`config.mk`:
```
export PLATFORM = sky130hd
export DESIGN_NAME = md4_hash_engine
export DESIGN_NICKNAME = d
export VERILOG_FILES = /design/src/design/md4_pkg.sv /design/src/design/md4_core.sv /design/src/design/md4_hash_engine.sv
export VERILOG_INCLUDE_DIRS = /design/src /design/src/design
export SDC_FILE = /design/constraint.sdc
export NUM_CORES = 2
export LEC_CHECK = 0
export ABC_AREA = 1
export BUFFER_PORTS_ARGS = -buffer_cell sky130_fd_sc_hd__buf_2
export CORE_MARGIN = 2
export CORE_UTILIZATION = 60
export CTS_BUF_LIST = sky130_fd_sc_hd__clkbuf_4 sky130_fd_sc_hd__clkbuf_8
export CTS_CLUSTER_DIAMETER = 120
export DETAILED_ROUTE_END_ITERATION = 10
export MAX_ROUTING_LAYER = met4
export PLACE_DENSITY = 0.8
export REMOVE_ABC_BUFFERS = 1
export SYNTH_ARGS = -nofsm -noshare
export SYNTH_HDL_FRONTEND = slang
export SYNTH_SLANG_ARGS = --single-unit
export TNS_END_PERCENT = 50
```
`constraint.sdc`:
```
create_clock -name clk -period 9.15 [get_ports clk]
set_clock_uncertainty 0.15 [all_clocks]
set_input_delay 1.83 -clock clk [delete_from_list [all_inputs] [get_ports clk]]
set_output_delay 1.83 -clock clk [all_outputs]
set_load 0.02 [all_outputs]
```
`src/design/md4_hash_engine_macros.svh`:
```
// Assertion macros shared by the MD4 engine RTL.
// Expects clk and arst_n in the scope of each use.
`ifndef MD4_HASH_ENGINE_MACROS_SVH
`define MD4_HASH_ENGINE_MACROS_SVH

// Same-cycle implication, masked during reset.
`define MD4_ASSERT_NOW(label, ante, cons) \
	label: assert property (@(posedge clk) disable iff (!arst_n) (ante) |-> (cons)) \
		else $error("md4 check failed");

// Next-cycle implication, masked during reset.
`define MD4_ASSERT_NEXT(label, ante, cons) \
	label: assert property (@(posedge clk) disable iff (!arst_n) (ante) |=> (cons)) \
		else $error("md4 check failed");

`endif

```
`src/design/md4_pkg.sv`:
```
// MD4 engine package: transaction payload types, core control/status structs,
// algorithm constants and the per-step schedule functions. No dependencies.
package md4_pkg;

	typedef struct packed {
		logic [7:0] data_byte;
		logic       byte_present;
		logic       last_item;
	} item_t;

	typedef struct packed {
		logic [63:0] digest_high;
		logic [63:0] digest_low;
	} digest_t;

	typedef struct packed {
		logic start;
		logic init;
	} core_ctl_t;

	typedef struct packed {
		logic busy;
		logic done;
	} core_stat_t;

	localparam logic [31:0] IV_A     = 32'h67452301;
	localparam logic [31:0] IV_B     = 32'hEFCDAB89;
	localparam logic [31:0] IV_C     = 32'h98BADCFE;
	localparam logic [31:0] IV_D     = 32'h10325476;
	localparam logic [31:0] K_R2     = 32'h5A827999;
	localparam logic [31:0] K_R3     = 32'h6ED9EBA1;
	localparam logic [7:0]  PAD_MARK = 8'h80;
	localparam logic [5:0]  LEN_POS  = 6'd56;
	localparam logic [5:0]  STEP_LAST = 6'd47;

	localparam logic [1:0] RND_1 = 2'd0;
	localparam logic [1:0] RND_2 = 2'd1;
	localparam logic [1:0] RND_3 = 2'd2;

	// Message word used by a given step (0..47).
	function automatic logic [3:0] md4_word_idx(input logic [5:0] step);
		logic [3:0] idx;
		case (step[5:4])
			RND_1: idx = step[3:0];
			RND_2: idx = {step[1:0], step[3:2]};
			RND_3: idx = {step[0], step[1], step[2], step[3]};
			default: idx = step[3:0];
		endcase
		return idx;
	endfunction

	// Left-rotate amount for a given step.
	function automatic logic [4:0] md4_rot(input logic [5:0] step);
		logic [4:0] s;
		case ({step[5:4], step[1:0]})
			{RND_1, 2'd0}: s = 5'd3;
			{RND_1, 2'd1}: s = 5'd7;
			{RND_1, 2'd2}: s = 5'd11;
			{RND_1, 2'd3}: s = 5'd19;
			{RND_2, 2'd0}: s = 5'd3;
			{RND_2, 2'd1}: s = 5'd5;
			{RND_2, 2'd2}: s = 5'd9;
			{RND_2, 2'd3}: s = 5'd13;
			{RND_3, 2'd0}: s = 5'd3;
			{RND_3, 2'd1}: s = 5'd9;
			{RND_3, 2'd2}: s = 5'd11;
			{RND_3, 2'd3}: s = 5'd15;
			default: s = 5'd3;
		endcase
		return s;
	endfunction

endpackage

```
`src/design/md4_core.sv`:
```
// MD4 compression core: one shared step unit iterated over 48 steps, then
// the chaining-value add. Holds the chaining value. Depends on md4_pkg.
`include "md4_hash_engine_macros.svh"

module md4_core (
	input  logic                   clk,
	input  logic                   arst_n,
	input  md4_pkg::core_ctl_t     ctl,
	output logic [3:0]             word_idx,
	input  logic [31:0]            word,
	output logic [3:0][31:0]       chain,
	output md4_pkg::core_stat_t    stat
);
	import md4_pkg::*;

	typedef enum logic [1:0] {
		C_IDLE,
		C_STEP,
		C_ADD
	} core_state_t;

	core_state_t      state_q;
	logic [5:0]       step_q;
	logic [31:0]      a_q, b_q, c_q, d_q;
	logic [3:0][31:0] chain_q;
	logic             done_q;

	logic [31:0] f_val;
	logic [31:0] k_val;
	logic [31:0] sum;
	logic [4:0]  rot;
	logic [31:0] step_out;

	assign word_idx = md4_word_idx(step_q);
	assign rot      = md4_rot(step_q);

	always_comb begin
		case (step_q[5:4])
			RND_1: begin
				f_val = (b_q & c_q) | (~b_q & d_q);
				k_val = '0;
			end
			RND_2: begin
				f_val = (b_q & c_q) | (b_q & d_q) | (c_q & d_q);
				k_val = K_R2;
			end
			default: begin
				f_val = b_q ^ c_q ^ d_q;
				k_val = K_R3;
			end
		endcase
	end

	assign sum      = a_q + f_val + word + k_val;
	// rot is never zero, so the right shift stays below 32
	assign step_out = (sum << rot) | (sum >> (6'd32 - {1'b0, rot}));

	always_ff @(posedge clk or negedge arst_n) begin
		if (!arst_n) begin
			state_q <= C_IDLE;
			step_q  <= '0;
			done_q  <= 1'b0;
			chain_q <= {IV_D, IV_C, IV_B, IV_A};
			a_q     <= '0;
			b_q     <= '0;
			c_q     <= '0;
			d_q     <= '0;
		end else begin
			done_q <= 1'b0;
			case (state_q)
				C_IDLE: begin
					if (ctl.init) begin
						chain_q <= {IV_D, IV_C, IV_B, IV_A};
					end else if (ctl.start) begin
						a_q     <= chain_q[0];
						b_q     <= chain_q[1];
						c_q     <= chain_q[2];
						d_q     <= chain_q[3];
						step_q  <= '0;
						state_q <= C_STEP;
					end
				end
				C_STEP: begin
					// roles rotate a <- d, b <- new, c <- b, d <- c
					a_q <= d_q;
					b_q <= step_out;
					c_q <= b_q;
					d_q <= c_q;
					step_q <= step_q + 6'd1;
					if (step_q == STEP_LAST) begin
						state_q <= C_ADD;
					end
				end
				C_ADD: begin
					chain_q[0] <= chain_q[0] + a_q;
					chain_q[1] <= chain_q[1] + b_q;
					chain_q[2] <= chain_q[2] + c_q;
					chain_q[3] <= chain_q[3] + d_q;
					done_q  <= 1'b1;
					state_q <= C_IDLE;
				end
				default: state_q <= C_IDLE;
			endcase
		end
	end

	assign chain     = chain_q;
	assign stat.busy = (state_q != C_IDLE);
	assign stat.done = done_q;

	`MD4_ASSERT_NOW(a_start_idle, ctl.start, state_q == C_IDLE)
	`MD4_ASSERT_NEXT(a_done_pulse, done_q, !done_q)
	`MD4_ASSERT_NOW(a_step_range, state_q == C_STEP, step_q <= STEP_LAST)

endmodule

```
`src/design/md4_hash_engine.sv`:
```
// MD4 hash engine top level: byte packing, padding sequencer, block store
// and digest output register. Depends on md4_pkg and md4_core.
`include "md4_hash_engine_macros.svh"

// Message bytes are taken one per transaction on the item channel, one per
// cycle while a block fills. Every 64th byte starts a compression of 48
// steps on a single shared step unit plus one chaining add, and item_ready
// stays low until that compression is done. The item with last_item set
// (with or without a byte) starts padding: one block word is written per
// cycle from the end of the message to word 15, followed by one
// compression, or two plus a second padding pass over the whole block when
// 56 or more bytes sit in the final block. The digest is then loaded into
// an output register, so a new message can start while the digest still
// waits for digest_ready.
module md4_hash_engine (
	input  logic             clk,
	input  logic             arst_n,
	input  logic             item_valid,
	output logic             item_ready,
	input  md4_pkg::item_t   item,
	output logic             digest_valid,
	input  logic             digest_ready,
	output md4_pkg::digest_t digest
);
	import md4_pkg::*;

	typedef enum logic [1:0] {
		T_IDLE,
		T_COMP,
		T_PAD,
		T_FINAL
	} top_state_t;

	top_state_t state_q;
	logic [5:0]  fill_q;
	logic [63:0] byte_total_q;
	logic [3:0]  wi_q;
	logic        pad_q;
	logic        fin_q;
	logic        extra_q;
	logic        mark_done_q;
	logic        digest_valid_q;
	digest_t     digest_q;
	core_ctl_t   ctl_q;
	core_stat_t  stat;

	logic [31:0]      blk_q [16];
	logic [3:0]       word_idx;
	logic [3:0][31:0] chain;

	logic        accept;
	logic [5:0]  fill_nx;
	logic        blk_we;
	logic [3:0]  blk_wi;
	logic [3:0]  blk_be;
	logic [31:0] blk_wd;
	logic [5:0]  lane_pos;
	logic [63:0] len_bits;
	logic        len_word;
	logic        fin_load;

	assign item_ready = (state_q == T_IDLE);
	assign accept     = item_valid && item_ready;
	assign fill_nx    = item.byte_present ? fill_q + 6'd1 : fill_q;
	assign len_bits   = {byte_total_q[60:0], 3'b000};
	assign len_word   = !extra_q && (wi_q[3:1] == 3'b111);
	assign fin_load   = (state_q == T_FINAL) && (!digest_valid_q || digest_ready);

	md4_core u_core (
		.clk      (clk),
		.arst_n   (arst_n),
		.ctl      (ctl_q),
		.word_idx (word_idx),
		.word     (blk_q[word_idx]),
		.chain    (chain),
		.stat     (stat)
	);

	// write port: a byte lane when filling, lanes from the data end when padding
	always_comb begin
		blk_we   = 1'b0;
		blk_wi   = fill_q[5:2];
		blk_be   = '0;
		blk_wd   = '0;
		lane_pos = '0;
		if (accept && item.byte_present) begin
			blk_we = 1'b1;
			blk_be = 4'b0001 << fill_q[1:0];
			blk_wd = {4{item.data_byte}};
		end else if (state_q == T_PAD) begin
			blk_we = 1'b1;
			blk_wi = wi_q;
			if (len_word) begin
				blk_be = 4'b1111;
				blk_wd = wi_q[0] ? len_bits[63:32] : len_bits[31:0];
			end else begin
				for (int l = 0; l < 4; l++) begin
					lane_pos = {wi_q, 2'(l)};
					if (mark_done_q || lane_pos > fill_q) begin
						blk_be[l] = 1'b1;
					end else if (lane_pos == fill_q) begin
						blk_be[l] = 1'b1;
						blk_wd[8*l +: 8] = PAD_MARK;
					end
				end
			end
		end
	end

	always_ff @(posedge clk) begin
		if (blk_we) begin
			for (int l = 0; l < 4; l++) begin
				if (blk_be[l]) begin
					blk_q[blk_wi][8*l +: 8] <= blk_wd[8*l +: 8];
				end
			end
		end
	end

	always_ff @(posedge clk or negedge arst_n) begin
		if (!arst_n) begin
			state_q        <= T_IDLE;
			fill_q         <= '0;
			byte_total_q   <= '0;
			wi_q           <= '0;
			pad_q          <= 1'b0;
			fin_q          <= 1'b0;
			extra_q        <= 1'b0;
			mark_done_q    <= 1'b0;
			digest_valid_q <= 1'b0;
			ctl_q          <= '0;
		end else begin
			ctl_q <= '0;
			if (digest_valid_q && digest_ready) begin
				digest_valid_q <= 1'b0;
			end
			case (state_q)
				T_IDLE: begin
					if (accept) begin
						if (item.byte_present) begin
							fill_q       <= fill_nx;
							byte_total_q <= byte_total_q + 64'd1;
						end
						if (item.byte_present && fill_q == 6'd63) begin
							ctl_q.start <= 1'b1;
							state_q     <= T_COMP;
							pad_q       <= item.last_item;
							fin_q       <= 1'b0;
							wi_q        <= '0;
							extra_q     <= 1'b0;
						end else if (item.last_item) begin
							state_q <= T_PAD;
							wi_q    <= fill_nx[5:2];
							extra_q <= (fill_nx >= LEN_POS);
						end
					end
				end
				T_COMP: begin
					if (stat.done) begin
						if (fin_q) begin
							state_q <= T_FINAL;
						end else if (pad_q) begin
							pad_q   <= 1'b0;
							state_q <= T_PAD;
						end else begin
							state_q <= T_IDLE;
						end
					end
				end
				T_PAD: begin
					if (wi_q == 4'd15) begin
						ctl_q.start <= 1'b1;
						state_q     <= T_COMP;
						if (extra_q) begin
							// length goes in a further all-zero block
							extra_q     <= 1'b0;
							mark_done_q <= 1'b1;
							pad_q       <= 1'b1;
							wi_q        <= '0;
						end else begin
							fin_q <= 1'b1;
						end
					end else begin
						wi_q <= wi_q + 4'd1;
					end
				end
				T_FINAL: begin
					if (fin_load) begin
						digest_valid_q <= 1'b1;
						ctl_q.init     <= 1'b1;
						fill_q         <= '0;
						byte_total_q   <= '0;
						mark_done_q    <= 1'b0;
						fin_q          <= 1'b0;
						state_q        <= T_IDLE;
					end
				end
				default: state_q <= T_IDLE;
			endcase
		end
	end

	always_ff @(posedge clk) begin
		if (fin_load) begin
			digest_q.digest_low  <= {chain[1], chain[0]};
			digest_q.digest_high <= {chain[3], chain[2]};
		end
	end

	assign digest_valid = digest_valid_q;
	assign digest       = digest_q;

	`MD4_ASSERT_NOW(a_start_core_free, ctl_q.start, !stat.busy)
	`MD4_ASSERT_NOW(a_block_wrap, state_q == T_COMP && stat.done && !pad_q && !fin_q, fill_q == 6'd0)
	`MD4_ASSERT_NEXT(a_final_loads, fin_load, digest_valid)

endmodule

```
; After elaboration in Yosys (flattened, before gate mapping)
; Memories as Yosys holds them, arrays and structs flattened.
; Cells that the tools add are included.
[word_totals]
regBits = 476
ram_bits = 512
mem_bits_ro = 64
input_bits = 14
out_inout_bits = 130
elab_cells = 236
n_memories = 2
[op_classes]
add_sub_neg = 12
order_cmp = 5
eq_ne = 30
n_shift = 3
muxes = 116
bitwise = 11
n_reduce_logical = 33
[mem_list]
columns = name, depth, width, rd, rd_ports_with_merged_regs, wr, line_no
row1 = blk_q, 16, 32, 1, 0, 1, md4_hash_engine.sv:47  ; logic [31:0] blk_q [16];
row2 = (no name shown), 16, 4, 1, 0, 0, md4_pkg.sv:55  ; case ({step[5:4], step[1:0]})
[ops]
columns = cell, n
row1 = two-way mux 32 bit, 12
row2 = one-hot mux 32 bit (2 select lines), 5
row3 = one-hot mux 128 bit (2 select lines), 1
row4 = adder 32 bit, 6
row5 = two-way mux 64 bit, 3
row6 = AND 32 bit, 4
row7 = two-way mux 128 bit, 1
row8 = OR 32 bit, 4
row9 = one-hot mux 64 bit (2 select lines), 1
row10 = "adder 64 x 1 -> 64 bit, second input constant", 1
row11 = two-way mux 8 bit, 8
row12 = bitwise XOR 32 bit, 2
row13 = one-hot mux 31 bit (2 select lines), 1
row14 = two-way mux 1 bit, 46
row15 = two-way mux 4 bit, 10
row16 = two-way mux 6 bit, 6
row17 = adder 32 x 31 -> 32 bit, 1
row18 = NOT 32 bit, 1
row19 = left shift 32 x 5 -> 32 bit, 1
row20 = right shift 32 x 6 -> 32 bit, 1
row21 = equality test 6 bit, 4
row22 = greater-than comparator 6 bit, 4
row23 = one-hot mux 6 bit (2 select lines), 2
row24 = two-way mux 2 bit, 11
row25 = other kinds (31), 74

; Longest topological paths before layout
[logic_depth]
word_depth = 10
ltp_mapped = 37
mapped_depth_nobuf = 33

; Cells and area by module
; Synthesis repeated with hierarchy kept, for this count alone.
[hier_totals]
hier_cells = 6201
hier_area_um2 = 55361.8
[by_module_without_submodules]
columns = mod, n_inst, cells_per_inst, area_each_um2, seq_area_each_um2
row1 = md4_hash_engine, 1, 2555, 29919.9, 21220.4
row2 = md4_core, 1, 3646, 25441.9, 6711.4

; Least setup slack after synthesis
; Ideal clock, no wire load.
[synth_timing]
path_type = in2reg
startpoint = input port digest_ready
endpoint = register ctl_q[0] (netlist bit)
setup_time_ns = 0.694
arrival_ns = 7.272
t_required_ns = 8.306
setup_slack_ns = 1.034
cell_stages = 2
n_path_buf = 0
cell_sequence = nor2_1 -> nor2_1
[synth_between]
elab_chain_cells = 4
[synth_rtl]
columns = element, line_no
row1 = "start, declared", md4_hash_engine.sv:22  ; input logic digest_ready,
row2 = logical OR 1 bit, md4_hash_engine.sv:67  ; assign fin_load = (state_q == T_FINAL) && (!digest_valid_q || digest_ready);
row3 = logical AND 1 bit, md4_hash_engine.sv:67
row4 = named net fin_load, md4_hash_engine.sv:60  ; logic fin_load;
row5 = two-way mux 1 bit, md4_hash_engine.sv:188  ; if (fin_load) begin
row6 = two-way mux 1 bit, md4_hash_engine.sv:137  ; case (state_q)
row7 = "end, declared", md4_hash_engine.sv:44  ; core_ctl_t ctl_q;
; The timed path passes the listed nets, and every way through them passes these cells.
; A chain may end at the register's enable or synchronous reset.

; Worst setup path in the final report
[layout_timing]
startpoint = register u_core.step_q[5]
endpoint = register u_core.b_q[28]
[layout_between]
elab_chain_cells = 8
word_cells_on_any_way = 16
cone_classes = 4 x add/sub / 2 x eq/ne / 2 x shift / 4 x mux / 1 x bitwise / 1 x reduce/logical / 2 x memory
[layout_rtl]
columns = element, line_no
row1 = "start, declared", md4_core.sv:23  ; logic [5:0] step_q;
row2 = "start signal, assigned", md4_core.sv:89  ; step_q <= step_q + 6'd1;
row3 = "equality test 2 x 1 -> 1 bit, or another cell as far along", "md4_pkg.sv:43, md4_core.sv:38"
row4 = one-hot mux 32 bit (2 select lines) or one-hot mux 4 bit (2 select lines) (tied branches), "md4_core.sv:38, md4_pkg.sv:43"
row5 = adder 32 bit or memory read (16 x 32 bit) (tied branches), --
row6 = adder 32 bit, md4_core.sv:54  ; assign sum = a_q + f_val + word + k_val;
row7 = adder 32 x 31 -> 32 bit, md4_core.sv:54
row8 = right shift 32 x 6 -> 32 bit or left shift 32 x 5 -> 32 bit (tied branches), md4_core.sv:56  ; assign step_out = (sum << rot) | (sum >> (6'd32 - {1'b0, rot}));
row9 = OR 32 bit (*), md4_core.sv:56
row10 = one-hot mux 32 bit (2 select lines) (*), md4_core.sv:70  ; case (state_q)
row11 = "end signal, assigned", md4_core.sv:76  ; b_q <= chain_q[1];
row12 = "end signal, assigned", md4_core.sv:86  ; b_q <= step_out;
row13 = "end, declared", md4_core.sv:24  ; logic [31:0] a_q, b_q, c_q, d_q;
; Mark *: on every way between the ends. The rest lies on a longest branch, timed or not.

==> out/qor.yml <==
gr-usage-all-layers_pct: 36.4
synth_common_cells: "nand2_1 (871), edfxtp_1 (640), o21ai_0 (566), a21oi_1 (537), inv_1 (502)"
outcome: "complete, no violations"
cts_tree: "built"
finalHoldViolations: 0
areaGrowthSynthToFinish_pct: 10.1
maxSlewViolCount: 0
via_count: 43800
fin_nets: 6042
netlist.area_leader.share_pct: 36.2
gr-total-overflow: 0
max_freq_mhz: 121
finalSetupTns_ps: 0
maxCapViolCount: 0
synth_area_leaders: "edfxtp_1 (36%), dfrtp_1 (13%), nand2_1 (6.2%)"
setup_violations: 0
netlist-cell-type-count: 63
post_cts_buffers: 0
worst_pin_slew_ps: 1330
arrival_ps: 8870
firstDrtPassIters: 8
postSynth.asyncResetShare_pct: 35.0
hold_buffers: 0
clock_latency_ps: 910
gp_congestion: 1.03
rows: 109
design.die.area_um2: 91000
grt_first_pass_wirelength_um: 244000
whs_ps: 339
synth_top_cell_by_area: "edfxtp_1"
setup.worst_path.start_class: "register"
ant_nets: 0
cts-resized-gates: 0
cts_max_level: 4
post_drt_via_cell_ratio: 6.21
cts-root-buf: "clkbuf_8"
synth_seq_cells: 985
syn_area_um2: 53200
io_pins: 144
grt_antenna_before_repair: 2
nFillCells: 6857
cts.sinks: 985
die_h_um: 302
grt_pass1_vias: 41900
finalWirelength_um: 161000
start_util_pct: 60.3
timing.final.crit_share_pct: 90.0
period_minus_slack_ps: 8240
ys_warn_count: 0
crit_slowest_cell: "nand2_4"
avgSynthCellArea_um2: 9.44
cts_buffers: 163
core-area_um2: 88100
worstHoldPathType: "register to register"
worst-path-max-fanout: 113
crit_type: "register to register"
rrSetupSlack_ps: 910
critPathMostFrequentCell: "nand3_1"
clockBufferDepth: 3
crit_path_end_kind: "register"
syn_inst: 5631
cp.required_ps: 9780
dp_hpwl_um: 112000
max_stage_delay_ps: 780
synth_top_flop_cell: "edfxtp_1"
drt_iter0_markers: 5014
io_buffers: 143
drc: 0
clkSlewWorstSetupHoldPaths_ps: 60
grt_max_degree: 167
synth_edf_count: 640
layout-drive-gt1-share_pct: 10.6
synth.most_common_cell: "nand2_1"
synth.yosys.seq_area_share_pct: 52.6
wl_per_cell_um: 22.8
slew_headroom_pct: 10.8
die_w_um: 302
rsz0062_at_grt: "false"
==> area by class of cell <==
type | count | area, um2 | share of cell area, %
clock buffers | 233 | 2860 | 4.89
multi-input cells | 3871 | 22400 | 38.2
diodes | 2 | 5.00 | 0.00855
inverters | 515 | 1940 | 3.31
well taps | 1165 | 1460 | 2.49
repair buffers | 214 | 1360 | 2.32
flip-flops and latches | 985 | 27900 | 47.7
clock inverters | 70 | 604 | 1.03
==> routing by layer <==
layer	GRT usage, %	vias to the layer above	share of wire [%]
li1	-	20200	-
met1	45.5	20800	38
met2	56.7	2316	47
met3	4.88	488	7.9
met4	22.1	0	6.6
met5	-	-	0
==> through the flow <==
step	setup WS (ps)	instances	util (%)	cell area, um2
6_report	914	7055	66.4	58500
5_1_grt	434	7055	66.4	58500
4_1_cts	1270	7052	66.4	58500
3_5_place_dp	1370	6749	62.5	55100
3_3_place_gp	1380	6749	62.5	55100
2_1_floorplan	-6230	5371	-	52100
==> path summary, 6_finish.rpt <==
path,endpoint,depth (start not counted),start
setup reg to reg,u_core.b_q[28],29,u_core.step_q[5]
min in group asynchronous,u_core.d_q[4],1,arst_n
max in group asynchronous,ctl_q[1],2,arst_n
hold / removal,u_core.chain[0],2,u_core.chain[0]
hold reg to reg,u_core.chain[0],2,u_core.chain[0]
setup / recovery,u_core.b_q[28],29,u_core.step_q[5]
==> flip-flops by register name, summed over array words and instances, names as in the netlist <==
| name | count |
|---|---|
| u_core.done_q | 1 |
| digest | 128 |
| blk_q | 512 |
| u_core.a_q | 32 |
| digest_valid | 1 |
| u_core.step_q | 6 |
| fin_q | 1 |
| u_core.chain | 128 |
| byte_total_q | 61 |
| u_core.d_q | 32 |
| wi_q | 4 |
| pad_q | 1 |
| state_q | 2 |
| fill_q | 6 |
| ctl_q | 2 |
| mark_done_q | 1 |
| u_core.state_q | 2 |
| u_core.c_q | 32 |
| u_core.b_q | 32 |
| extra_q | 1 |
==> worst max-delay path: cells and delay by family, from the launching register on <==
kind,cells,cell delay (ps)
AND/OR/NAND/NOR,15,4030
adder cells (fa/ha/maj),3,1090
AO/OA/AOI/OAI,4,700
flip-flops,1,490
buffers and inverters,7,1480
==> cells by family (layout without fill, tap and decap cells) <==
family                   after synthesis  count (layout)  share of synthesized area [%]
multiplexers                          60              60                           1.13
buffers and inverters                775            1032                           5.53
other                                  0               2                              0
AO/OA/AOI/OAI                       1561            1561                           16.5
XOR/XNOR                              78              78                           1.31
adder cells (fa/ha/maj)              278             278                           7.70
AND/OR/NAND/NOR                     1894            1894                           15.3
flip-flops                           985             985                           52.6
==> layout by cell type, fill, tap and decap left out, drive strengths merged, types with 10 or more instances in the layout <==
cell,count
a21boi,12
a21o,24
a21oi,537
a221oi,12
a22oi,27
a31oi,72
buf,214
clkbuf,233
clkinv,50
dfrtp,281
dfstp,64
edfxtp,640
fa,82
ha,196
inv,522
mux2i,60
nand2,876
nand3,345
nand3b,20
nand4,41
nor2,447
nor3,120
nor4,14
o211ai,51
o21a,18
o21ai,609
o21bai,10
o221ai,67
o22ai,102
or2,21
xnor2,32
xor2,45
Power is left out: the tool's default activity adds up to more than one toggle a clock period on the data nets, which glitch-free logic cannot reach.
